File: config.mk
export PLATFORM = sky130hd
export DESIGN_NAME = hamming_secded_codec_flat
export DESIGN_NICKNAME = d
export VERILOG_FILES = /design/src/hsc_pkg.sv /design/src/hsc_if.sv /design/src/hsc_encoder.sv /design/src/hsc_decoder.sv /design/src/hamming_secded_codec.sv /design/src/flat_wrapper.sv
export SDC_FILE = /design/constraint.sdc
export NUM_CORES = 1
export LEC_CHECK = 0
export ABC_AREA = 1
export BUFFER_PORTS_ARGS = -buffer_cell sky130_fd_sc_hd__buf_4
export CORE_MARGIN = 2
export CORE_UTILIZATION = 50
export DETAILED_ROUTE_END_ITERATION = 8
export PLACE_DENSITY_LB_ADDON = 0.08
export SLEW_MARGIN = 20
export SYNTH_ARGS = -nofsm -noshare
export SYNTH_HDL_FRONTEND = slang
export SYNTH_SLANG_ARGS = --single-unit
File: constraint.sdc
create_clock -name clk -period 5.6 [get_ports clk]
set_input_delay 1.12 -clock clk [delete_from_list [all_inputs] [get_ports clk]]
set_output_delay 1.12 -clock clk [all_outputs]
set_load 0.005 [all_outputs]
File: src/hsc_pkg.sv
// hsc_pkg: shared constants, status codes and elaboration-time helpers for
// the extended Hamming SECDED codec. No dependencies.
package hsc_pkg;

	localparam int DATA_BITS_DEF = 32;
	localparam int POS_MAX       = 64;
	localparam int STATUS_BITS   = 3;

	typedef logic [STATUS_BITS-1:0] status_t;

	localparam status_t ST_CLEAN   = 3'd0;
	localparam status_t ST_SINGLE  = 3'd1;
	localparam status_t ST_DOUBLE  = 3'd2;
	localparam status_t ST_OVERALL = 3'd3;
	localparam status_t ST_RANGE   = 3'd4;

	localparam logic FUNC_ENCODE = 1'b0;
	localparam logic FUNC_DECODE = 1'b1;

	// smallest r with 2^r >= data_bits + r + 1
	function automatic int parity_count(input int data_bits);
		int r;
		r = 1;
		while ((1 << r) < data_bits + r + 1)
			r++;
		return r;
	endfunction

	function automatic bit is_pow2(input int p);
		return (p != 0) && ((p & (p - 1)) == 0);
	endfunction

	// data bit index held at a non-power-of-two position (1-based)
	function automatic int data_index(input int pos);
		int k;
		k = 0;
		for (int p = 1; p < pos; p++)
			if (!is_pow2(p))
				k++;
		return k;
	endfunction

	// positions covered by parity check j, over positions 1..n
	function automatic logic [POS_MAX-1:0] pos_mask(input int j, input int n);
		logic [POS_MAX-1:0] m;
		m = '0;
		for (int p = 1; p <= n; p++)
			m[p-1] = ((p >> j) & 1) != 0;
		return m;
	endfunction

endpackage

File: src/hsc_if.sv
// hsc_if: request and response channel interfaces (valid/ready) for the
// SECDED codec. Depends on hsc_pkg.
interface hsc_req_if #(
	parameter int DATA_BITS = hsc_pkg::DATA_BITS_DEF,
	parameter int CODE_BITS = DATA_BITS + hsc_pkg::parity_count(DATA_BITS) + 1
);
	logic                 valid;
	logic                 ready;
	logic                 func;
	logic [DATA_BITS-1:0] data_word;
	logic [CODE_BITS-1:0] code_in;

	modport source (output valid, func, data_word, code_in, input ready);
	modport sink (input valid, func, data_word, code_in, output ready);
endinterface

interface hsc_rsp_if #(
	parameter int DATA_BITS = hsc_pkg::DATA_BITS_DEF,
	parameter int CODE_BITS = DATA_BITS + hsc_pkg::parity_count(DATA_BITS) + 1,
	parameter int SYN_BITS  = hsc_pkg::parity_count(DATA_BITS)
);
	logic                 valid;
	logic                 ready;
	logic [CODE_BITS-1:0] code_out;
	logic [DATA_BITS-1:0] data_out;
	hsc_pkg::status_t     status;
	logic [SYN_BITS-1:0]  syndrome;

	modport source (output valid, code_out, data_out, status, syndrome, input ready);
	modport sink (input valid, code_out, data_out, status, syndrome, output ready);
endinterface

File: src/hsc_encoder.sv
// hsc_encoder: combinational SECDED encoder, data word to extended Hamming
// codeword. Depends on hsc_pkg.
module hsc_encoder #(
	parameter int DATA_BITS = hsc_pkg::DATA_BITS_DEF,
	parameter int PAR_BITS  = hsc_pkg::parity_count(DATA_BITS),
	parameter int CODE_BITS = DATA_BITS + PAR_BITS + 1
) (
	input  logic [DATA_BITS-1:0] data,
	output logic [CODE_BITS-1:0] code
);
	import hsc_pkg::*;

	localparam int N = DATA_BITS + PAR_BITS;

	logic [N-1:0]        dplace;
	logic [N-1:0]        hpos;
	logic [PAR_BITS-1:0] syn;

	for (genvar p = 1; p <= N; p++) begin : g_pos
		if (is_pow2(p)) begin : g_par
			assign dplace[p-1] = 1'b0;
			assign hpos[p-1]   = syn[$clog2(p)];
		end else begin : g_dat
			assign dplace[p-1] = data[data_index(p)];
			assign hpos[p-1]   = dplace[p-1];
		end
	end

	for (genvar j = 0; j < PAR_BITS; j++) begin : g_syn
		localparam logic [POS_MAX-1:0] MASK = pos_mask(j, N);
		assign syn[j] = ^(dplace & MASK[N-1:0]);
	end

	assign code = {^hpos, hpos};

endmodule

File: src/hsc_decoder.sv
// hsc_decoder: combinational SECDED check, correction and data extraction.
// Depends on hsc_pkg.
module hsc_decoder #(
	parameter int DATA_BITS = hsc_pkg::DATA_BITS_DEF,
	parameter int PAR_BITS  = hsc_pkg::parity_count(DATA_BITS),
	parameter int CODE_BITS = DATA_BITS + PAR_BITS + 1
) (
	input  logic [CODE_BITS-1:0] code,
	output logic [CODE_BITS-1:0] corrected,
	output logic [DATA_BITS-1:0] data,
	output hsc_pkg::status_t     status,
	output logic [PAR_BITS-1:0]  syndrome
);
	import hsc_pkg::*;

	localparam int                  N        = DATA_BITS + PAR_BITS;
	localparam logic [PAR_BITS-1:0] POS_LAST = PAR_BITS'(N);

	logic                 odd;
	logic                 fix_single;
	logic                 fix_overall;
	logic [CODE_BITS-1:0] flip;

	for (genvar j = 0; j < PAR_BITS; j++) begin : g_syn
		localparam logic [POS_MAX-1:0] MASK = pos_mask(j, N);
		assign syndrome[j] = ^(code[N-1:0] & MASK[N-1:0]);
	end

	assign odd = ^code;

	always_comb begin
		fix_single  = 1'b0;
		fix_overall = 1'b0;
		if (syndrome == '0 && !odd) begin
			status = ST_CLEAN;
		end else if (syndrome != '0 && odd) begin
			if (syndrome > POS_LAST) begin
				status = ST_RANGE;
			end else begin
				status     = ST_SINGLE;
				fix_single = 1'b1;
			end
		end else if (syndrome != '0) begin
			status = ST_DOUBLE;
		end else begin
			status      = ST_OVERALL;
			fix_overall = 1'b1;
		end
	end

	for (genvar p = 1; p <= N; p++) begin : g_flip
		assign flip[p-1] = fix_single && (syndrome == PAR_BITS'(p));
	end
	assign flip[N] = fix_overall;

	assign corrected = code ^ flip;

	for (genvar p = 1; p <= N; p++) begin : g_ext
		if (!is_pow2(p)) begin : g_dat
			assign data[data_index(p)] = corrected[p-1];
		end
	end

endmodule

File: src/hamming_secded_codec.sv
// hamming_secded_codec: top level of the extended Hamming SECDED codec,
// input register, encoder/decoder, result register.
// Depends on hsc_pkg, hsc_if, hsc_encoder and hsc_decoder.
//
//  channel | dir | payload
//  --------+-----+----------------------------------------------
//  req     | in  | func, data_word, code_in
//  rsp     | out | code_out, data_out, status, syndrome
//
// One transfer per cycle sustained while rsp is ready; a request passes through
// the input register, then the result register, before its result is offered
// on rsp.
// arst_n clears both stage valids; payload registers are not reset.
// A stall on rsp holds the result register; req.ready drops only when both
// stages hold data and rsp is not ready.
module hamming_secded_codec #(
	parameter int DATA_BITS = hsc_pkg::DATA_BITS_DEF
) (
	input logic          clk,
	input logic          arst_n,
	hsc_req_if.sink      req,
	hsc_rsp_if.source    rsp
);
	import hsc_pkg::*;

	localparam int PAR_BITS  = parity_count(DATA_BITS);
	localparam int CODE_BITS = DATA_BITS + PAR_BITS + 1;

	logic                 v_s1;
	logic                 func_s1;
	logic [DATA_BITS-1:0] data_s1;
	logic [CODE_BITS-1:0] code_s1;

	logic                 v_s2;
	logic [CODE_BITS-1:0] code_s2;
	logic [DATA_BITS-1:0] data_s2;
	status_t              status_s2;
	logic [PAR_BITS-1:0]  syn_s2;

	logic                 adv_s1;
	logic                 adv_s2;

	logic [CODE_BITS-1:0] enc_code;
	logic [CODE_BITS-1:0] dec_code;
	logic [DATA_BITS-1:0] dec_data;
	status_t              dec_status;
	logic [PAR_BITS-1:0]  dec_syn;

	assign adv_s2    = !v_s2 || rsp.ready;
	assign adv_s1    = !v_s1 || adv_s2;
	assign req.ready = adv_s1;

	always_ff @(posedge clk or negedge arst_n) begin
		if (!arst_n) begin
			v_s1 <= 1'b0;
			v_s2 <= 1'b0;
		end else begin
			if (adv_s1)
				v_s1 <= req.valid;
			if (adv_s2)
				v_s2 <= v_s1;
		end
	end

	always_ff @(posedge clk) begin
		if (req.valid && adv_s1) begin
			func_s1 <= req.func;
			data_s1 <= req.data_word;
			code_s1 <= req.code_in;
		end
	end

	hsc_encoder #(
		.DATA_BITS(DATA_BITS),
		.PAR_BITS (PAR_BITS),
		.CODE_BITS(CODE_BITS)
	) u_enc (
		.data(data_s1),
		.code(enc_code)
	);

	hsc_decoder #(
		.DATA_BITS(DATA_BITS),
		.PAR_BITS (PAR_BITS),
		.CODE_BITS(CODE_BITS)
	) u_dec (
		.code     (code_s1),
		.corrected(dec_code),
		.data     (dec_data),
		.status   (dec_status),
		.syndrome (dec_syn)
	);

	always_ff @(posedge clk) begin
		if (v_s1 && adv_s2) begin
			if (func_s1 == FUNC_DECODE) begin
				code_s2   <= dec_code;
				data_s2   <= dec_data;
				status_s2 <= dec_status;
				syn_s2    <= dec_syn;
			end else begin
				code_s2   <= enc_code;
				data_s2   <= '0;
				status_s2 <= ST_CLEAN;
				syn_s2    <= '0;
			end
		end
	end

	assign rsp.valid    = v_s2;
	assign rsp.code_out = code_s2;
	assign rsp.data_out = data_s2;
	assign rsp.status   = status_s2;
	assign rsp.syndrome = syn_s2;

endmodule
File: src/flat_wrapper.sv
// flat-port wrapper written by rule: the top's interface ports become plain ports
module hamming_secded_codec_flat import hsc_pkg::*;
#(
	parameter int DATA_BITS = hsc_pkg::DATA_BITS_DEF
)
  (clk, arst_n, req_valid, req_func, req_data_word, req_code_in, req_ready, rsp_valid, rsp_code_out, rsp_data_out, rsp_status, rsp_syndrome, rsp_ready);
  hsc_req_if #(.DATA_BITS(DATA_BITS)) req_i ();
  hsc_rsp_if #(.DATA_BITS(DATA_BITS)) rsp_i ();
  input logic clk;
  input logic arst_n;
  input wire logic [$bits(req_i.valid)-1:0] req_valid;
  input wire logic [$bits(req_i.func)-1:0] req_func;
  input wire logic [$bits(req_i.data_word)-1:0] req_data_word;
  input wire logic [$bits(req_i.code_in)-1:0] req_code_in;
  output wire logic [$bits(req_i.ready)-1:0] req_ready;
  output wire logic [$bits(rsp_i.valid)-1:0] rsp_valid;
  output wire logic [$bits(rsp_i.code_out)-1:0] rsp_code_out;
  output wire logic [$bits(rsp_i.data_out)-1:0] rsp_data_out;
  output wire logic [$bits(rsp_i.status)-1:0] rsp_status;
  output wire logic [$bits(rsp_i.syndrome)-1:0] rsp_syndrome;
  input wire logic [$bits(rsp_i.ready)-1:0] rsp_ready;
  assign req_i.valid = req_valid;
  assign req_i.func = req_func;
  assign req_i.data_word = req_data_word;
  assign req_i.code_in = req_code_in;
  assign req_ready = req_i.ready;
  assign rsp_valid = rsp_i.valid;
  assign rsp_code_out = rsp_i.code_out;
  assign rsp_data_out = rsp_i.data_out;
  assign rsp_status = rsp_i.status;
  assign rsp_syndrome = rsp_i.syndrome;
  assign rsp_i.ready = rsp_ready;
  hamming_secded_codec #(.DATA_BITS(DATA_BITS)) u_core (.clk(clk), .arst_n(arst_n), .req(req_i), .rsp(rsp_i));
endmodule
Word-level counts from Yosys, hierarchy flattened
Cells that the tools add are included.

operators by class
  muxes and demuxes = 10
  reductions and logical operators = 64
  order comparisons = 1
  bitwise logic cells = 2
  equal/unequal tests = 38

operators with widths
  cell                                                  number
  parity 38 bit                                         13
  equality test 6 x 5 -> 1 bit, second input constant   16
  equality test 6 x 4 -> 1 bit, second input constant   8
  equality test 6 bit, second input constant            7
  logical AND 1 bit                                     42
  two-way mux 39 bit                                    1
  parity 39 bit                                         1
  bitwise XOR 39 bit                                    1
  equality test 6 x 3 -> 1 bit, second input constant   4
  equality test 6 x 2 -> 1 bit, second input constant   2
  two-way mux 1 bit                                     7
  equality test 6 x 1 -> 1 bit, second input constant   1
  greater-than comparator 6 bit, second input constant  1
  logical NOT 6 bit                                     1
  two-way mux 3 bit                                     2
  nonzero test 6 bit                                    1
  logical NOT 1 bit                                     3
  logical OR 1 bit                                      2
  OR reduction 2 bit                                    1
  inverter 1 bit                                        1

word-level totals
  register bits after elaboration = 154
  logic and storage cells = 124
  input port bits = 76

Logic depth before layout (Yosys ltp)
  depth after elaboration = 8
  gate-level depth with buffers = 24

Modules after synthesis
From an unflattened synthesis, not the netlist that was laid out.

unflattened totals
  cell total of the unflattened synthesis = 1,199
  area total of the unflattened synthesis = 10,048.4 um^2

modules (own cells, without submodules)
  module                instances  area each (um^2)  seq. area each (um^2)  cells each
  hamming_secded_codec  1          5,550.3           4,614.4                376
  hsc_decoder           1          2,926.6           0.0                    514
  hsc_encoder           1          1,571.5           0.0                    309

Worst setup path before layout
No wires, ideal clock.

  path type = input -> register
  start = in rsp_ready
  end = reg u_core.code_s2[0] (netlist: u_core.rsp.code_out[0]), enable pin
  setup slack = 21 ps
  buffers on the path = 0
  stages on the path = 2
  arrival = 5,034 ps
  cells stage by stage = inv_1 a21oi_1

between the ends
  cells in the longest elaborated chain, start to end = 2

RTL lines
  what                  line                         text
  from (decl)           flat_wrapper.sv:21           input wire logic [$bits(rsp_i.ready)-1:0] rsp_ready;
  logical OR 1 bit      hamming_secded_codec.sv:49   assign adv_s2 = !v_s2 || rsp.ready;
  logical AND 1 bit     hamming_secded_codec.sv:95   if (v_s1 && adv_s2) begin
  to (signal assigned)  hamming_secded_codec.sv:97   code_s2 <= dec_code;
  to (signal assigned)  hamming_secded_codec.sv:102  code_s2 <= enc_code;
  to (decl)             hamming_secded_codec.sv:35   logic [CODE_BITS-1:0] code_s2;

No other way between the ends.
A chain may end at the register's enable or synchronous reset.

Worst setup path in the final report
  start = reg u_core.code_s1[25]
  end = reg u_core.code_s2[12] (netlist: u_core.rsp.code_out[12]), data pin

between the ends
  cells in the longest elaborated chain, start to end = 8

RTL lines
  what                                                                 line                                  text
  from (decl)                                                          hamming_secded_codec.sv:32            logic [CODE_BITS-1:0] code_s1;
  from (signal assigned)                                               hamming_secded_codec.sv:69            code_s1 <= req.code_in;
  parity 38 bit                                                        hsc_decoder.sv:26                     assign syndrome[j] = ^(code[N-1:0] & MASK[N-1:0]);
  greater-than comparator 6 bit or nonzero test 6 bit (tied branches)  hsc_decoder.sv:37, hsc_decoder.sv:36
  two-way mux 1 bit or logical AND 1 bit (tied branches)               hsc_decoder.sv:37, hsc_decoder.sv:36
  two-way mux 1 bit                                                    hsc_decoder.sv:36                     end else if (syndrome != '0 && odd) begin
  two-way mux 1 bit                                                    hsc_decoder.sv:34                     if (syndrome == '0 && !odd) begin
  logical AND 1 bit (*)                                                hsc_decoder.sv:52                     assign flip[p-1] = fix_single && (syndrome == PAR_BITS'(p));
  bitwise XOR 39 bit (*)                                               hsc_decoder.sv:56                     assign corrected = code ^ flip;
  two-way mux 39 bit (*)                                               hamming_secded_codec.sv:96            if (func_s1 == FUNC_DECODE) begin

Mark *: on every way between the ends. The rest lies on a longest branch, timed or not.

==> out/metrics.cfg <==
[status]
status = finished clean

[setup_path]
end_kind = register
r2r_cells = 18
r2r_end = u_core.rsp.code_out[12]
critPathMaxFanout = 47
arrival_ns = 4.07
r2r_start = u_core.code_s1[25]
crit_type = reg -> reg
critPathLaunchType = register
regToRegSetupSlack_ns = 1.70
required_ns = 5.77

[yosys]
synthDistinctLibCells = 29
synthCells = 1136
synth_fp_nets = 1212
synth-seq-area-share = 0.494
yosys_warnings = 0
mappedNetlistArea_um2 = 9340
syn_area_per_cell_um2 = 8.22
ys_seq_elements = 154

[timing]
max_slew_margin = 0.299
tns_ns = 0
finalSetupViolCount = 0
drv_slew = 0
finalCriticalPeriod_ns = 3.90
finalHoldViolations = 0
rsz0062_at_grt = false
fin_skew_ns = 0.0155
max_freq_ghz = 0.256
fin_hold_ws_ns = 0.450
fin_ws_ns = 1.70
worst_pin_slew_ns = 1.05
fin_crit_sh = 0.697

[finish]
final_util = 0.618
synthToLayoutAreaGrowth_pct = 20.0
drive_gt1_frac = 0.209
mostFrequentLayoutCell = nand2_1
nNetsFinal = 1357
final_cell_mix = nand2_1, buf_4, edfxtp_1
diodes = 0

[clock_network]
cts_tree = done
cts-root-buf = clkbuf_16
cts.reportedPaths.clkPinSlew_ns = 0.07
postCtsHoldBufs = 0
cts_setup_buffers = 0
clkLatencyLatePin_ns = 0.43
clkSinkCount = 154
cts_made_buffers = 17
h-tree-depth = 4
cts.repair.resized = 0
cts_buffer_depth = 2

[floorplanning]
die_w_um = 141
num_io_pins = 158
die_area_um2 = 19800
die_h_um = 141
rows = 49
coreArea_um2 = 18100
start_util = 0.515

[route]
drt_iter0_drc = 714
wire_per_inst_um = 16.8
first_pass_iters = 7
avgViaCountPerCell = 5.29
drtAntennaViolNets = 0
drc = 0
num_vias = 8056
totalWireLength_um = 25600

[grt]
overflow = 0
grt_usage = 0.264
grt_pass1_vias = 7360
antenna_found_initial = 0
grt_pass1_wl_um = 39800
grt_start_max_net_pins = 81

[job]
cap_violations = 0

[power_and_ir_drop]
power.internal_mw = 2.53
power_frac_seq = 0.379
power.leakage_nw = 5.46
irDropWorstVdd_mv = 0.278
p_sw_mw = 1.48
p_clk_frac = 0.299
p_comb_frac = 0.323
switching_share = 0.369
power_density_nw_per_um2 = 357

[min_path]
min_path_type = in -> async

[place]
pre_cts_ws_ns = 1.79
io_buffers = 157
hpwl_um = 19300
gp_congestion = 0.977

[power groups by stage]
stage	Combinational [mW]	Sequential, mW	Clock (mW)
after detailed placement	1.27	1.54	0
after CTS	1.28	1.52	1.21
after floorplan	0.977	1.52	0
final	1.29	1.52	1.20
after global routing	1.43	1.53	1.26
after global placement	1.25	1.54	0
[metal layers]
metal | up-vias | wire length, µm | GRT usage
li1 | 3948 | - | -
met1 | 3713 | 11000 | 0.355
met2 | 350 | 12200 | 0.437
met3 | 45 | 1910 | 0.0496
met4 | 0 | 583 | 0.0826
met5 | - | 0 | 0
[sequential cells by signal, summed over array words and instances (netlist names)]
name / flops
u_core.rsp.status: 3
u_core.v_s1: 1
u_core.data_s1: 32
u_core.rsp.data_out: 32
u_core.rsp.code_out: 39
u_core.rsp.valid: 1
u_core.rsp.syndrome: 6
u_core.func_s1: 1
u_core.code_s1: 39
[layout make-up]
type | count | area [µm²]
timing repair buffer | 163 | 1220
multi-input combinational | 827 | 4030
inverter | 118 | 447
tap | 229 | 287
fill | 1626 | 6940
sequential | 154 | 4610
clock buffer | 18 | 429
clock inverter | 14 | 176
[worst max-delay path: stages (launching register included)]
cell and delay (ns):
edfxtp_1 0.58, inv_2 0.12, nand2_1 0.08, nand2_1 0.08
nand2_1 0.10, nand2_1 0.10, nand2_1 0.11, nand3_1 0.08
nand2_1 0.13, nand2_1 0.07, nand2_1 0.17, nand3_1 0.11
nand2_1 0.08, nand3_2 0.79, buf_4 0.58, nand3_1 0.13
nand2_1 0.07, nand3_1 0.16, nand2_1 0.08
[cell families (layout without fill, tap and decap cells)]
kind of cell / count (synthesis) / in the layout / share of synthesized area
flip-flops: 154 / 154 / 0.494
XOR/XNOR: 77 / 77 / 0.0730
AO/OA/AOI/OAI: 6 / 6 / 0.00321
AND/OR/NAND/NOR: 744 / 744 / 0.354
buffers and inverters: 155 / 313 / 0.0754
[cell usage after synthesis, drive strengths merged]
cell type	count	area, µm²
a21oi	3	15.0
buf	28	225
clkbuf	9	33.8
clkinv	1	3.75
dfrtp	2	50.1
edfxtp	152	4560
inv	117	442
nand2	504	1930
nand3	132	711
nand3b	6	57.6
nand4	37	319
nor2	59	251
nor3	1	5.00
o21ai	3	15.0
or2	5	31.3
xnor2	49	437
xor2	28	245
[through the flow]
step | power (mW) | cells | instance area [µm²]
after floorplan | 2.50 | 1136 | 9340
after global placement | 2.79 | 1491 | 10600
after detailed placement | 2.81 | 1491 | 10600
after CTS | 4.01 | 1523 | 11200
after global routing | 4.21 | 1523 | 11200
final | 4.01 | 1523 | 11200
[worst max-delay path by stage]
stage,startpoint,endpoint,slack [ns],depth (start not counted)
6_report,u_core.code_s1[25],u_core.rsp.code_out[12],1.70,18
5_1_grt,u_core.code_s1[30],u_core.rsp.code_out[12],1.30,19
4_1_cts,u_core.code_s1[25],u_core.rsp.code_out[12],1.78,18
3_5_place_dp,u_core.code_s1[30],u_core.rsp.code_out[12],1.79,19
3_3_place_gp,u_core.code_s1[30],u_core.rsp.code_out[12],1.81,19
2_1_floorplan,rsp_ready,u_core.rsp.code_out[0],0.02,2
Power figures use the tool's default switching activity.
